===== config.mk =====
export PLATFORM = sky130hd
export DESIGN_NAME = pwm_frequency_duty_meter_flat
export DESIGN_NICKNAME = d
export VERILOG_FILES = /design/src/hdl/pfdm_pkg.sv /design/src/hdl/pfdm_if.sv /design/src/hdl/pfdm_tracker.sv /design/src/hdl/pfdm_divider.sv /design/src/hdl/pwm_frequency_duty_meter.sv /design/src/flat_wrapper.sv
export SDC_FILE = /design/constraint.sdc
export NUM_CORES = 1
export LEC_CHECK = 0
export BUFFER_PORTS_ARGS = -buffer_cell sky130_fd_sc_hd__buf_4
export CAP_MARGIN = 15
export CORE_MARGIN = 5
export CORE_UTILIZATION = 39
export DETAILED_ROUTE_END_ITERATION = 8
export PLACE_DENSITY = 0.57
export SETUP_SLACK_MARGIN = 0.1
export SYNTH_ARGS = -nofsm -noshare
export SYNTH_HDL_FRONTEND = slang
export SYNTH_SLANG_ARGS = --single-unit

===== constraint.sdc =====
create_clock -name clk -period 4.2 [get_ports clk]
set_input_delay 0.63 -clock clk [delete_from_list [all_inputs] [get_ports clk]]
set_output_delay 0.63 -clock clk [all_outputs]
set_load 0.02 [all_outputs]

===== src/hdl/pfdm_pkg.sv =====
// ----------------------------------------------------------------------------
// PWM meter package
// Shared widths, constants, register indexes and inter-module structs.
// ----------------------------------------------------------------------------
package pfdm_pkg;

  localparam int COUNT_BITS     = 16;
  localparam int CLOCK_BITS     = 32;
  localparam int DUTY_BITS      = 7;
  localparam int CFG_INDEX_BITS = 1;
  localparam int CFG_DATA_BITS  = CLOCK_BITS;

  localparam logic [DUTY_BITS-1:0]  DUTY_FULL      = 7'd100;
  localparam logic [CLOCK_BITS-1:0] CLOCK_HZ_RESET = 32'd72_000_000;

  // Configuration register indexes
  localparam logic [CFG_INDEX_BITS-1:0] CFG_ACTIVE_CHANNEL = 1'b0;
  localparam logic [CFG_INDEX_BITS-1:0] CFG_CLOCK_HZ       = 1'b1;

  // Status codes
  localparam logic STATUS_OK          = 1'b0;
  localparam logic STATUS_ZERO_PERIOD = 1'b1;

  // Completed period handed from the edge tracker to the divider
  typedef struct packed {
    logic                  ch;
    logic [COUNT_BITS-1:0] period;
    logic [COUNT_BITS-1:0] high_time;
  } job_t;

  // Finished measurement
  typedef struct packed {
    logic                  ch;
    logic [CLOCK_BITS-1:0] frequency;
    logic [DUTY_BITS-1:0]  duty_percent;
    logic                  status;
  } result_t;

endpackage


===== src/hdl/pfdm_if.sv =====
// ----------------------------------------------------------------------------
// PWM meter channels
// Valid/ready interfaces for capture events and measurement results.
// ----------------------------------------------------------------------------
interface pfdm_in_if;
  logic                            valid;
  logic                            ready;
  logic                            channel;
  logic [pfdm_pkg::COUNT_BITS-1:0] stamp;

  modport source (output valid, output channel, output stamp, input ready);
  modport sink   (input valid, input channel, input stamp, output ready);
endinterface

interface pfdm_out_if;
  logic                            valid;
  logic                            ready;
  logic                            out_channel;
  logic [pfdm_pkg::CLOCK_BITS-1:0] frequency;
  logic [pfdm_pkg::DUTY_BITS-1:0]  duty_percent;
  logic                            status;

  modport source (output valid, output out_channel, output frequency,
                  output duty_percent, output status, input ready);
  modport sink   (input valid, input out_channel, input frequency,
                  input duty_percent, input status, output ready);
endinterface


===== src/hdl/pfdm_tracker.sv =====
// ----------------------------------------------------------------------------
// PWM meter edge tracker
// Per-channel phase, start stamp and high time; emits one job per period.
// ----------------------------------------------------------------------------
module pfdm_tracker (
  input  logic                            clk,
  input  logic                            rst_n,
  input  logic                            fire,
  input  logic                            channel,
  input  logic [pfdm_pkg::COUNT_BITS-1:0] stamp,
  input  logic                            active_channel,
  output logic                            job_valid,
  output pfdm_pkg::job_t                  job
);

  typedef enum logic [1:0] {
    PH_START = 2'd0,
    PH_HIGH  = 2'd1,
    PH_LOW   = 2'd2
  } phase_t;

  phase_t                          phase_r   [2];
  phase_t                          phase_nxt [2];
  logic [pfdm_pkg::COUNT_BITS-1:0] start_r   [2];
  logic [pfdm_pkg::COUNT_BITS-1:0] high_r    [2];
  logic                            job_valid_r, job_valid_nxt;
  pfdm_pkg::job_t                  job_r;
  logic                            hit;
  logic [pfdm_pkg::COUNT_BITS-1:0] elapsed;

  assign hit     = fire && (channel == active_channel);
  assign elapsed = stamp - start_r[channel];

  // Advance the phase of the selected channel
  always_comb begin
    phase_nxt[0]  = phase_r[0];
    phase_nxt[1]  = phase_r[1];
    job_valid_nxt = 1'b0;
    if (hit) begin
      case (phase_r[channel])
        PH_HIGH: phase_nxt[channel] = PH_LOW;
        PH_LOW: begin
          phase_nxt[channel] = PH_START;
          job_valid_nxt      = 1'b1;
        end
        default: phase_nxt[channel] = PH_HIGH;
      endcase
    end
  end

  // Hold phase and job strobe
  always_ff @(posedge clk) begin
    if (!rst_n) begin
      phase_r[0]  <= PH_START;
      phase_r[1]  <= PH_START;
      job_valid_r <= 1'b0;
    end else begin
      phase_r[0]  <= phase_nxt[0];
      phase_r[1]  <= phase_nxt[1];
      job_valid_r <= job_valid_nxt;
    end
  end

  // Capture stamps and the finished period
  always_ff @(posedge clk) begin
    if (hit) begin
      case (phase_r[channel])
        PH_HIGH: high_r[channel] <= elapsed;
        PH_LOW: begin
          job_r.ch        <= channel;
          job_r.period    <= elapsed;
          job_r.high_time <= high_r[channel];
        end
        default: start_r[channel] <= stamp;
      endcase
    end
  end

  assign job_valid = job_valid_r;
  assign job       = job_r;

endmodule


===== src/hdl/pfdm_divider.sv =====
// ----------------------------------------------------------------------------
// PWM meter serial divider
// Restoring division, one quotient bit per cycle, for frequency and duty at once.
// ----------------------------------------------------------------------------
module pfdm_divider (
  input  logic                            clk,
  input  logic                            rst_n,
  input  logic                            start,
  input  pfdm_pkg::job_t                  job,
  input  logic [pfdm_pkg::CLOCK_BITS-1:0] clock_hz,
  output logic                            idle,
  output logic                            res_valid,
  input  logic                            res_ready,
  output pfdm_pkg::result_t               result
);

  localparam int ITER_BITS = $clog2(pfdm_pkg::CLOCK_BITS);
  localparam int PROD_BITS = pfdm_pkg::COUNT_BITS + pfdm_pkg::DUTY_BITS;
  localparam int CB        = pfdm_pkg::COUNT_BITS;
  localparam int KB        = pfdm_pkg::CLOCK_BITS;
  localparam int DB        = pfdm_pkg::DUTY_BITS;
  localparam logic [ITER_BITS-1:0] LAST_ITER = ITER_BITS'(KB - 1);

  typedef enum logic [1:0] {
    D_IDLE = 2'd0,
    D_RUN  = 2'd1,
    D_DONE = 2'd2
  } dstate_t;

  dstate_t                state_r;
  logic [ITER_BITS-1:0]   cnt_r;
  logic [CB-1:0]          per_r;
  logic [KB-1:0]          fq_r, fq_nxt;
  logic [CB-1:0]          frem_r, frem_nxt;
  logic [KB-1:0]          dq_r, dq_nxt;
  logic [CB-1:0]          drem_r, drem_nxt;
  logic                   ch_r;
  logic                   status_r;
  logic [PROD_BITS-1:0]   duty_prod;
  logic [CB:0]            ftrial, dtrial;
  logic                   fge, dge;
  logic                   duty_sat;

  // Scale high time by 100 for the duty dividend
  assign duty_prod = PROD_BITS'(job.high_time) * PROD_BITS'(pfdm_pkg::DUTY_FULL);

  // One restoring step on each lane
  always_comb begin
    ftrial   = {frem_r, fq_r[KB-1]};
    fge      = ftrial >= {1'b0, per_r};
    frem_nxt = fge ? CB'(ftrial - {1'b0, per_r}) : ftrial[CB-1:0];
    fq_nxt   = {fq_r[KB-2:0], fge};
    dtrial   = {drem_r, dq_r[KB-1]};
    dge      = dtrial >= {1'b0, per_r};
    drem_nxt = dge ? CB'(dtrial - {1'b0, per_r}) : dtrial[CB-1:0];
    dq_nxt   = {dq_r[KB-2:0], dge};
  end

  // Sequence load, iterate, hold result
  always_ff @(posedge clk) begin
    if (!rst_n) begin
      state_r <= D_IDLE;
      cnt_r   <= '0;
    end else begin
      case (state_r)
        D_IDLE: begin
          if (start) begin
            cnt_r   <= '0;
            state_r <= (job.period == '0) ? D_DONE : D_RUN;
          end
        end
        D_RUN: begin
          cnt_r <= cnt_r + 1'b1;
          if (cnt_r == LAST_ITER) begin
            state_r <= D_DONE;
          end
        end
        D_DONE: begin
          if (res_ready) begin
            state_r <= D_IDLE;
          end
        end
        default: state_r <= D_IDLE;
      endcase
    end
  end

  // Datapath registers
  always_ff @(posedge clk) begin
    if (state_r == D_IDLE && start) begin
      ch_r   <= job.ch;
      per_r  <= job.period;
      frem_r <= '0;
      drem_r <= '0;
      if (job.period == '0) begin
        status_r <= pfdm_pkg::STATUS_ZERO_PERIOD;
        fq_r     <= '0;
        dq_r     <= '0;
      end else begin
        status_r <= pfdm_pkg::STATUS_OK;
        fq_r     <= clock_hz;
        dq_r     <= KB'(duty_prod);
      end
    end else if (state_r == D_RUN) begin
      fq_r   <= fq_nxt;
      frem_r <= frem_nxt;
      dq_r   <= dq_nxt;
      drem_r <= drem_nxt;
    end
  end

  // Clamp duty at full scale
  assign duty_sat = (|dq_r[KB-1:DB]) || (dq_r[DB-1:0] > pfdm_pkg::DUTY_FULL);

  assign idle                = (state_r == D_IDLE);
  assign res_valid           = (state_r == D_DONE);
  assign result.ch           = ch_r;
  assign result.frequency    = fq_r;
  assign result.duty_percent = duty_sat ? pfdm_pkg::DUTY_FULL : dq_r[DB-1:0];
  assign result.status       = status_r;

endmodule


===== src/hdl/pwm_frequency_duty_meter.sv =====
// ----------------------------------------------------------------------------
// PWM frequency and duty meter
// Measures period and high time of capture edges on one selected channel.
// ----------------------------------------------------------------------------
// Usage:
//   in_ch  : capture beats (channel, 16-bit free-running stamp). Beats on the
//            channel not selected by active_channel are taken and dropped.
//            The selected channel cycles rising (start), falling (high time),
//            rising (period); the third beat launches a measurement.
//   out_ch : one result beat per completed period: frequency = clock_hz /
//            period, duty = high * 100 / period clamped at 100, status 1 and
//            zeros when the period is zero.
//   cfg_*  : write enable, index (0 active_channel, 1 clock_hz), data.
// Flow: a beat that does not close a period keeps in_ch.ready high. A
//   closing beat holds in_ch.ready low while the period is latched, the
//   bit-serial divider runs (one quotient bit per cycle on both lanes) and
//   the result is handed to the output register; a zero period skips the
//   divider iterations.
// Stall: the output register holds a result while out_ch.ready is low; a
//   second result waits in the divider and in_ch.ready stays low.
// Reset: both channels return to start phase, control registers to defaults.
// ----------------------------------------------------------------------------
module pwm_frequency_duty_meter (
  input  logic                                clk,
  input  logic                                rst_n,
  pfdm_in_if.sink                             in_ch,
  pfdm_out_if.source                          out_ch,
  input  logic                                cfg_wr_en,
  input  logic [pfdm_pkg::CFG_INDEX_BITS-1:0] cfg_index,
  input  logic [pfdm_pkg::CFG_DATA_BITS-1:0]  cfg_wdata
);

  logic                            active_channel_r;
  logic [pfdm_pkg::CLOCK_BITS-1:0] clock_hz_r;
  logic                            in_fire;
  logic                            job_valid;
  pfdm_pkg::job_t                  job;
  logic                            div_idle;
  logic                            res_valid;
  logic                            res_ready;
  pfdm_pkg::result_t               div_res;
  logic                            out_valid_r;
  pfdm_pkg::result_t               out_res_r;

  // Configuration registers
  always_ff @(posedge clk) begin
    if (!rst_n) begin
      active_channel_r <= 1'b0;
      clock_hz_r       <= pfdm_pkg::CLOCK_HZ_RESET;
    end else if (cfg_wr_en) begin
      case (cfg_index)
        pfdm_pkg::CFG_ACTIVE_CHANNEL: active_channel_r <= cfg_wdata[0];
        pfdm_pkg::CFG_CLOCK_HZ:       clock_hz_r       <= cfg_wdata;
        default: ;
      endcase
    end
  end

  // Accept edges only while no measurement is in flight
  assign in_ch.ready = div_idle && !job_valid;
  assign in_fire     = in_ch.valid && in_ch.ready;

  pfdm_tracker u_tracker (
    .clk            (clk),
    .rst_n          (rst_n),
    .fire           (in_fire),
    .channel        (in_ch.channel),
    .stamp          (in_ch.stamp),
    .active_channel (active_channel_r),
    .job_valid      (job_valid),
    .job            (job)
  );

  pfdm_divider u_divider (
    .clk       (clk),
    .rst_n     (rst_n),
    .start     (job_valid),
    .job       (job),
    .clock_hz  (clock_hz_r),
    .idle      (div_idle),
    .res_valid (res_valid),
    .res_ready (res_ready),
    .result    (div_res)
  );

  // Output register: load when empty or draining
  assign res_ready = !out_valid_r || out_ch.ready;

  always_ff @(posedge clk) begin
    if (!rst_n) begin
      out_valid_r <= 1'b0;
    end else if (res_ready) begin
      out_valid_r <= res_valid;
    end
  end

  always_ff @(posedge clk) begin
    if (res_valid && res_ready) begin
      out_res_r <= div_res;
    end
  end

  assign out_ch.valid        = out_valid_r;
  assign out_ch.out_channel  = out_res_r.ch;
  assign out_ch.frequency    = out_res_r.frequency;
  assign out_ch.duty_percent = out_res_r.duty_percent;
  assign out_ch.status       = out_res_r.status;

endmodule


===== src/flat_wrapper.sv =====
// flat-port wrapper written by rule: the top's interface ports become plain ports
module pwm_frequency_duty_meter_flat 
  (clk, rst_n, cfg_wr_en, cfg_index, cfg_wdata, in_ch_valid, in_ch_channel, in_ch_stamp, in_ch_ready, out_ch_valid, out_ch_out_channel, out_ch_frequency, out_ch_duty_percent, out_ch_status, out_ch_ready);
  pfdm_in_if in_ch_i ();
  pfdm_out_if out_ch_i ();
  input  logic clk;
  input  logic rst_n;
  input  logic cfg_wr_en;
  input  logic [pfdm_pkg::CFG_INDEX_BITS-1:0] cfg_index;
  input  logic [pfdm_pkg::CFG_DATA_BITS-1:0] cfg_wdata;
  input wire logic [$bits(in_ch_i.valid)-1:0] in_ch_valid;
  input wire logic [$bits(in_ch_i.channel)-1:0] in_ch_channel;
  input wire logic [$bits(in_ch_i.stamp)-1:0] in_ch_stamp;
  output wire logic [$bits(in_ch_i.ready)-1:0] in_ch_ready;
  output wire logic [$bits(out_ch_i.valid)-1:0] out_ch_valid;
  output wire logic [$bits(out_ch_i.out_channel)-1:0] out_ch_out_channel;
  output wire logic [$bits(out_ch_i.frequency)-1:0] out_ch_frequency;
  output wire logic [$bits(out_ch_i.duty_percent)-1:0] out_ch_duty_percent;
  output wire logic [$bits(out_ch_i.status)-1:0] out_ch_status;
  input wire logic [$bits(out_ch_i.ready)-1:0] out_ch_ready;
  assign in_ch_i.valid = in_ch_valid;
  assign in_ch_i.channel = in_ch_channel;
  assign in_ch_i.stamp = in_ch_stamp;
  assign in_ch_ready = in_ch_i.ready;
  assign out_ch_valid = out_ch_i.valid;
  assign out_ch_out_channel = out_ch_i.out_channel;
  assign out_ch_frequency = out_ch_i.frequency;
  assign out_ch_duty_percent = out_ch_i.duty_percent;
  assign out_ch_status = out_ch_i.status;
  assign out_ch_i.ready = out_ch_ready;
  pwm_frequency_duty_meter u_core (.clk(clk), .rst_n(rst_n), .in_ch(in_ch_i), .out_ch(out_ch_i), .cfg_wr_en(cfg_wr_en), .cfg_index(cfg_index), .cfg_wdata(cfg_wdata));
endmodule

==> metrics <==
outcome finished, final reports clean; H-tree levels 2; period utilisation layout 87.70%; Crit path top cell by count ha_1; M1 wire length 14,510 µm; post-synthesis mux area share under 10%; Worst path slowest cell fa_1; I/O pins 98; actual slew at the worst max-slew pin 0.9749 ns; Initial Util 39.49%; die width 205.3 µm; setup ws final 0.5166 ns; final setup TNS 0 ns; fmax 0.2715 GHz; Layout Nets 1,579; Max-Cap Viols 0; post-DP HPWL 21,580 µm; Inserted Diodes 0; Final Skew 0.01224 ns; CTS clk-pin slew, worst paths 0.05 ns; GP Congestion 0.8207; total number of vias 9,603; met3 WL post-DR 1100 µm; All-Layer GR Usage 14.31%; antenna viol nets, final 0; Post-Syn Nets between 1,000 and 1,500; Synth Area in Compound Gates 11.91%; YS warnings 0; std cell rows 71; Post-CTS Hold Buffers 0; main flop type after synthesis edfxtp_1; Max Slew Vio Count 0; largest net degree at the start of global routing 77; cts bufs inserted 36; Tmin final 3.683 ns; Post-synth EDFFs 220; crit start category flip-flop; area delta synth->final 16.72%; Max rail drop VDD between 0.3 and 0.4 mV; relative slew slack 34.85%; Post-Synth XOR/XNOR Area under 10%; endpoints failing setup 0; sequential element share of the synthesized area 54.91%; ys async rst share 0%; Adder-Cell Fraction of Synth Area a little over a tenth; Distinct cells, synth 73; Slowest Stage Delay on Critical Path 0.50 ns; CTS Sinks 298; CTS tree built; Die Height 205.3 µm; starting DRC count in detailed routing 476; Hold Vio Cnt, Final 0; routed vias/inst 4.940; leakage 6.950 nW; Power Dens Cells 457.4 nW/µm²; wire length on met2 14,290 µm; Setup crit end kind flip-flop; Cell Chain, Critical Path ha_1 > ha_1 > inv_1 > fa_1 > inv_1 > ha_1 > o21a_1 > o211ai_1 > o21bai_1 > o21ai_1 > o41ai_2 > o21ai_1 > xnor2_1 > a22o_1; gr ovfl total 0; WP data required 4.47 ns; deepest clock path buffer count 3; clk_lat worst skew 0.52 ns; Resized cells post-CTS 0; Cells after Synth around 1,300; post-synthesis register bit count 298; RSZ-0062 raised after global routing false; DRC 0; worst-path maximum fanout 5; crit path kind flip-flop to flip-flop; CORE AREA 37,670 µm²; simple-gate share of the synthesized area 11.67%; layout cells sized above 1 ~14%; Hold WS 0.3090 ns; Place WS 0.5098 ns; largest family of logic cells by synthesized area compound AO/OA/AOI/OAI gates; initial antenna violation count 0; mapped cell area 14,870 µm²; buffers added on ports 97; die area 42,140 µm²; Min-Delay Path Class input port to flip-flop; Post-Route WL around 30,000 µm; vias in the first global route around 9,500; synthesized area per cell ~11 µm²; Detailed Routing Iterations Pass 1 5; critical path arrival 3.96 ns; Post-CTS Setup Repair Bufs 0; average wire per standard cell 15.64 µm; CTS Root Cell clkbuf_16; global-route wire length before repair 49,560 µm; DR top layer met4
-- power breakdown --
part	leakage [nW]	total [W]	switching, W	internal, W
sequential	2.62	0.00344	0.000106	0.00333
clock	0.588	0.00305	0.00122	0.00183
combinational	3.74	0.00145	0.000785	0.000668
total	6.95	0.00794	0.00211	0.00583
-- kinds of logic after synthesis --
kind of cell	count (synthesis)
mux	61
flops	298
simple gates	372
compound gates	270
buf+inv	132
fa+ha+maj	118
xor+xnor	53
-- final cells by class --
type | count | area, µm²
multi-input combinational | 874 | 6195
tap | 511 | 639.4
clock buffer | 46 | 1001
inverter | 83 | 311.5
sequential | 298 | 8168
clock inverter | 19 | 186.4
timing repair buffer | 113 | 860.8
fill | 3450 | 20300
-- metrics by stage --
stage | cells | total power [W] | instance area [µm²] | util (%)
6_report | 1944 | 0.007942 | 17360 | 46.09
5_1_grt | 1944 | 0.008347 | 17360 | 46.09
4_1_cts | 1944 | 0.008033 | 17360 | 46.09
3_5_place_dp | 1879 | 0.004945 | 16170 | 42.94
3_3_place_gp | 1879 | 0.004924 | 16170 | 42.94
2_1_floorplan | 1304 | 0.004656 | 14870 | -
-- synthesized netlist by cell type (7+ instances only) --
cell | n | share of area (%)
nand2_1 | 192 | 4.8
a21oi_1 | 44 | 1.5
fa_1 | 14 | 1.9
a21o_1 | 17 | 0.86
o21ai_0 | 66 | 2.2
nor3_1 | 10 | 0.34
nand2b_1 | 18 | 0.76
xor2_1 | 20 | 1.2
o21ai_1 | 29 | 0.98
mux2_2 | 17 | 1.3
nor4_1 | 11 | 0.46
nor2_1 | 40 | 1.0
nand3_1 | 25 | 0.84
and3_1 | 7 | 0.29
edfxtp_1 | 220 | 44
and2_1 | 21 | 0.88
ha_1 | 104 | 8.7
dfxtp_1 | 78 | 10
o21a_1 | 14 | 0.71
clkbuf_1 | 42 | 1.1
inv_1 | 83 | 2.1
or3_1 | 7 | 0.29
nor2b_1 | 21 | 0.88
a22o_1 | 13 | 0.77
xnor2_1 | 33 | 1.9
mux2i_1 | 44 | 3.0
a21boi_0 | 30 | 1.5
-- cell usage in the layout (no fill, tap or decap), types with 25 or more instances in the layout --
master	netlist	final
xnor2_1	33	33
nand3_1	25	25
nor2_1	40	39
inv_1	83	81
ha_1	104	104
o21ai_0	66	66
nand2_1	192	191
buf_4	0	112
mux2i_1	44	44
edfxtp_1	220	220
dfxtp_1	78	78
a21oi_1	44	44
a21boi_0	30	30
clkbuf_16	0	38
o21ai_1	29	29
-- layer usage --
metal | track usage (%) | up-vias
li1 | - | 4893
met1 | 20.10 | 4541
met2 | 23.50 | 132
met3 | 2.364 | 37
met4 | 3.110 | 0
met5 | 0 | -
-- flip-flops by register name (all words and copies together), names as in the netlist, 2 cells and up --
signal and cells:
u_core.u_divider.per_r 16, u_core.out_ch.frequency 32, u_core.u_divider.drem_r 16, u_core.out_ch.duty_percent 7, u_core.u_tracker.start_r 32, u_core.u_divider.cnt_r 5, u_core.u_tracker.high_r 32, u_core.u_tracker.job 33
u_core.u_divider.fq_r 32, u_core.clock_hz_r 32, u_core.u_divider.state_r 2, u_core.u_divider.dq_r 32, u_core.u_divider.frem_r 16, u_core.u_tracker.phase_r 4
-- worst paths after layout --
path,endpoint,from,slack [ns],cells after the start
min,u_core.u_tracker.start_r[0][0]$_DFFE_PP_,in_ch_stamp[0],0.31,1
min reg2reg,u_core.out_ch.out_channel$_DFFE_PP_,u_core.u_divider.ch_r$_DFFE_PP_,0.42,0
max reg2reg,u_core.u_divider.dq_r[22]$_DFFE_PP_,u_core.u_tracker.job[6]$_DFFE_PP_,0.52,14
max,u_core.u_divider.dq_r[22]$_DFFE_PP_,u_core.u_tracker.job[6]$_DFFE_PP_,0.52,14
-- worst max-delay path, delay by kind of cell (launching register included) --
| kind | cells | cell delay (ns) |
|---|---|---|
| flip-flops | 1 | 0.44 |
| buffers and inverters | 2 | 0.09 |
| XOR/XNOR | 1 | 0.15 |
| adder cells (fa/ha/maj) | 4 | 1.47 |
| AO/OA/AOI/OAI | 7 | 1.29 |
(Power assumes the default switching activity.)
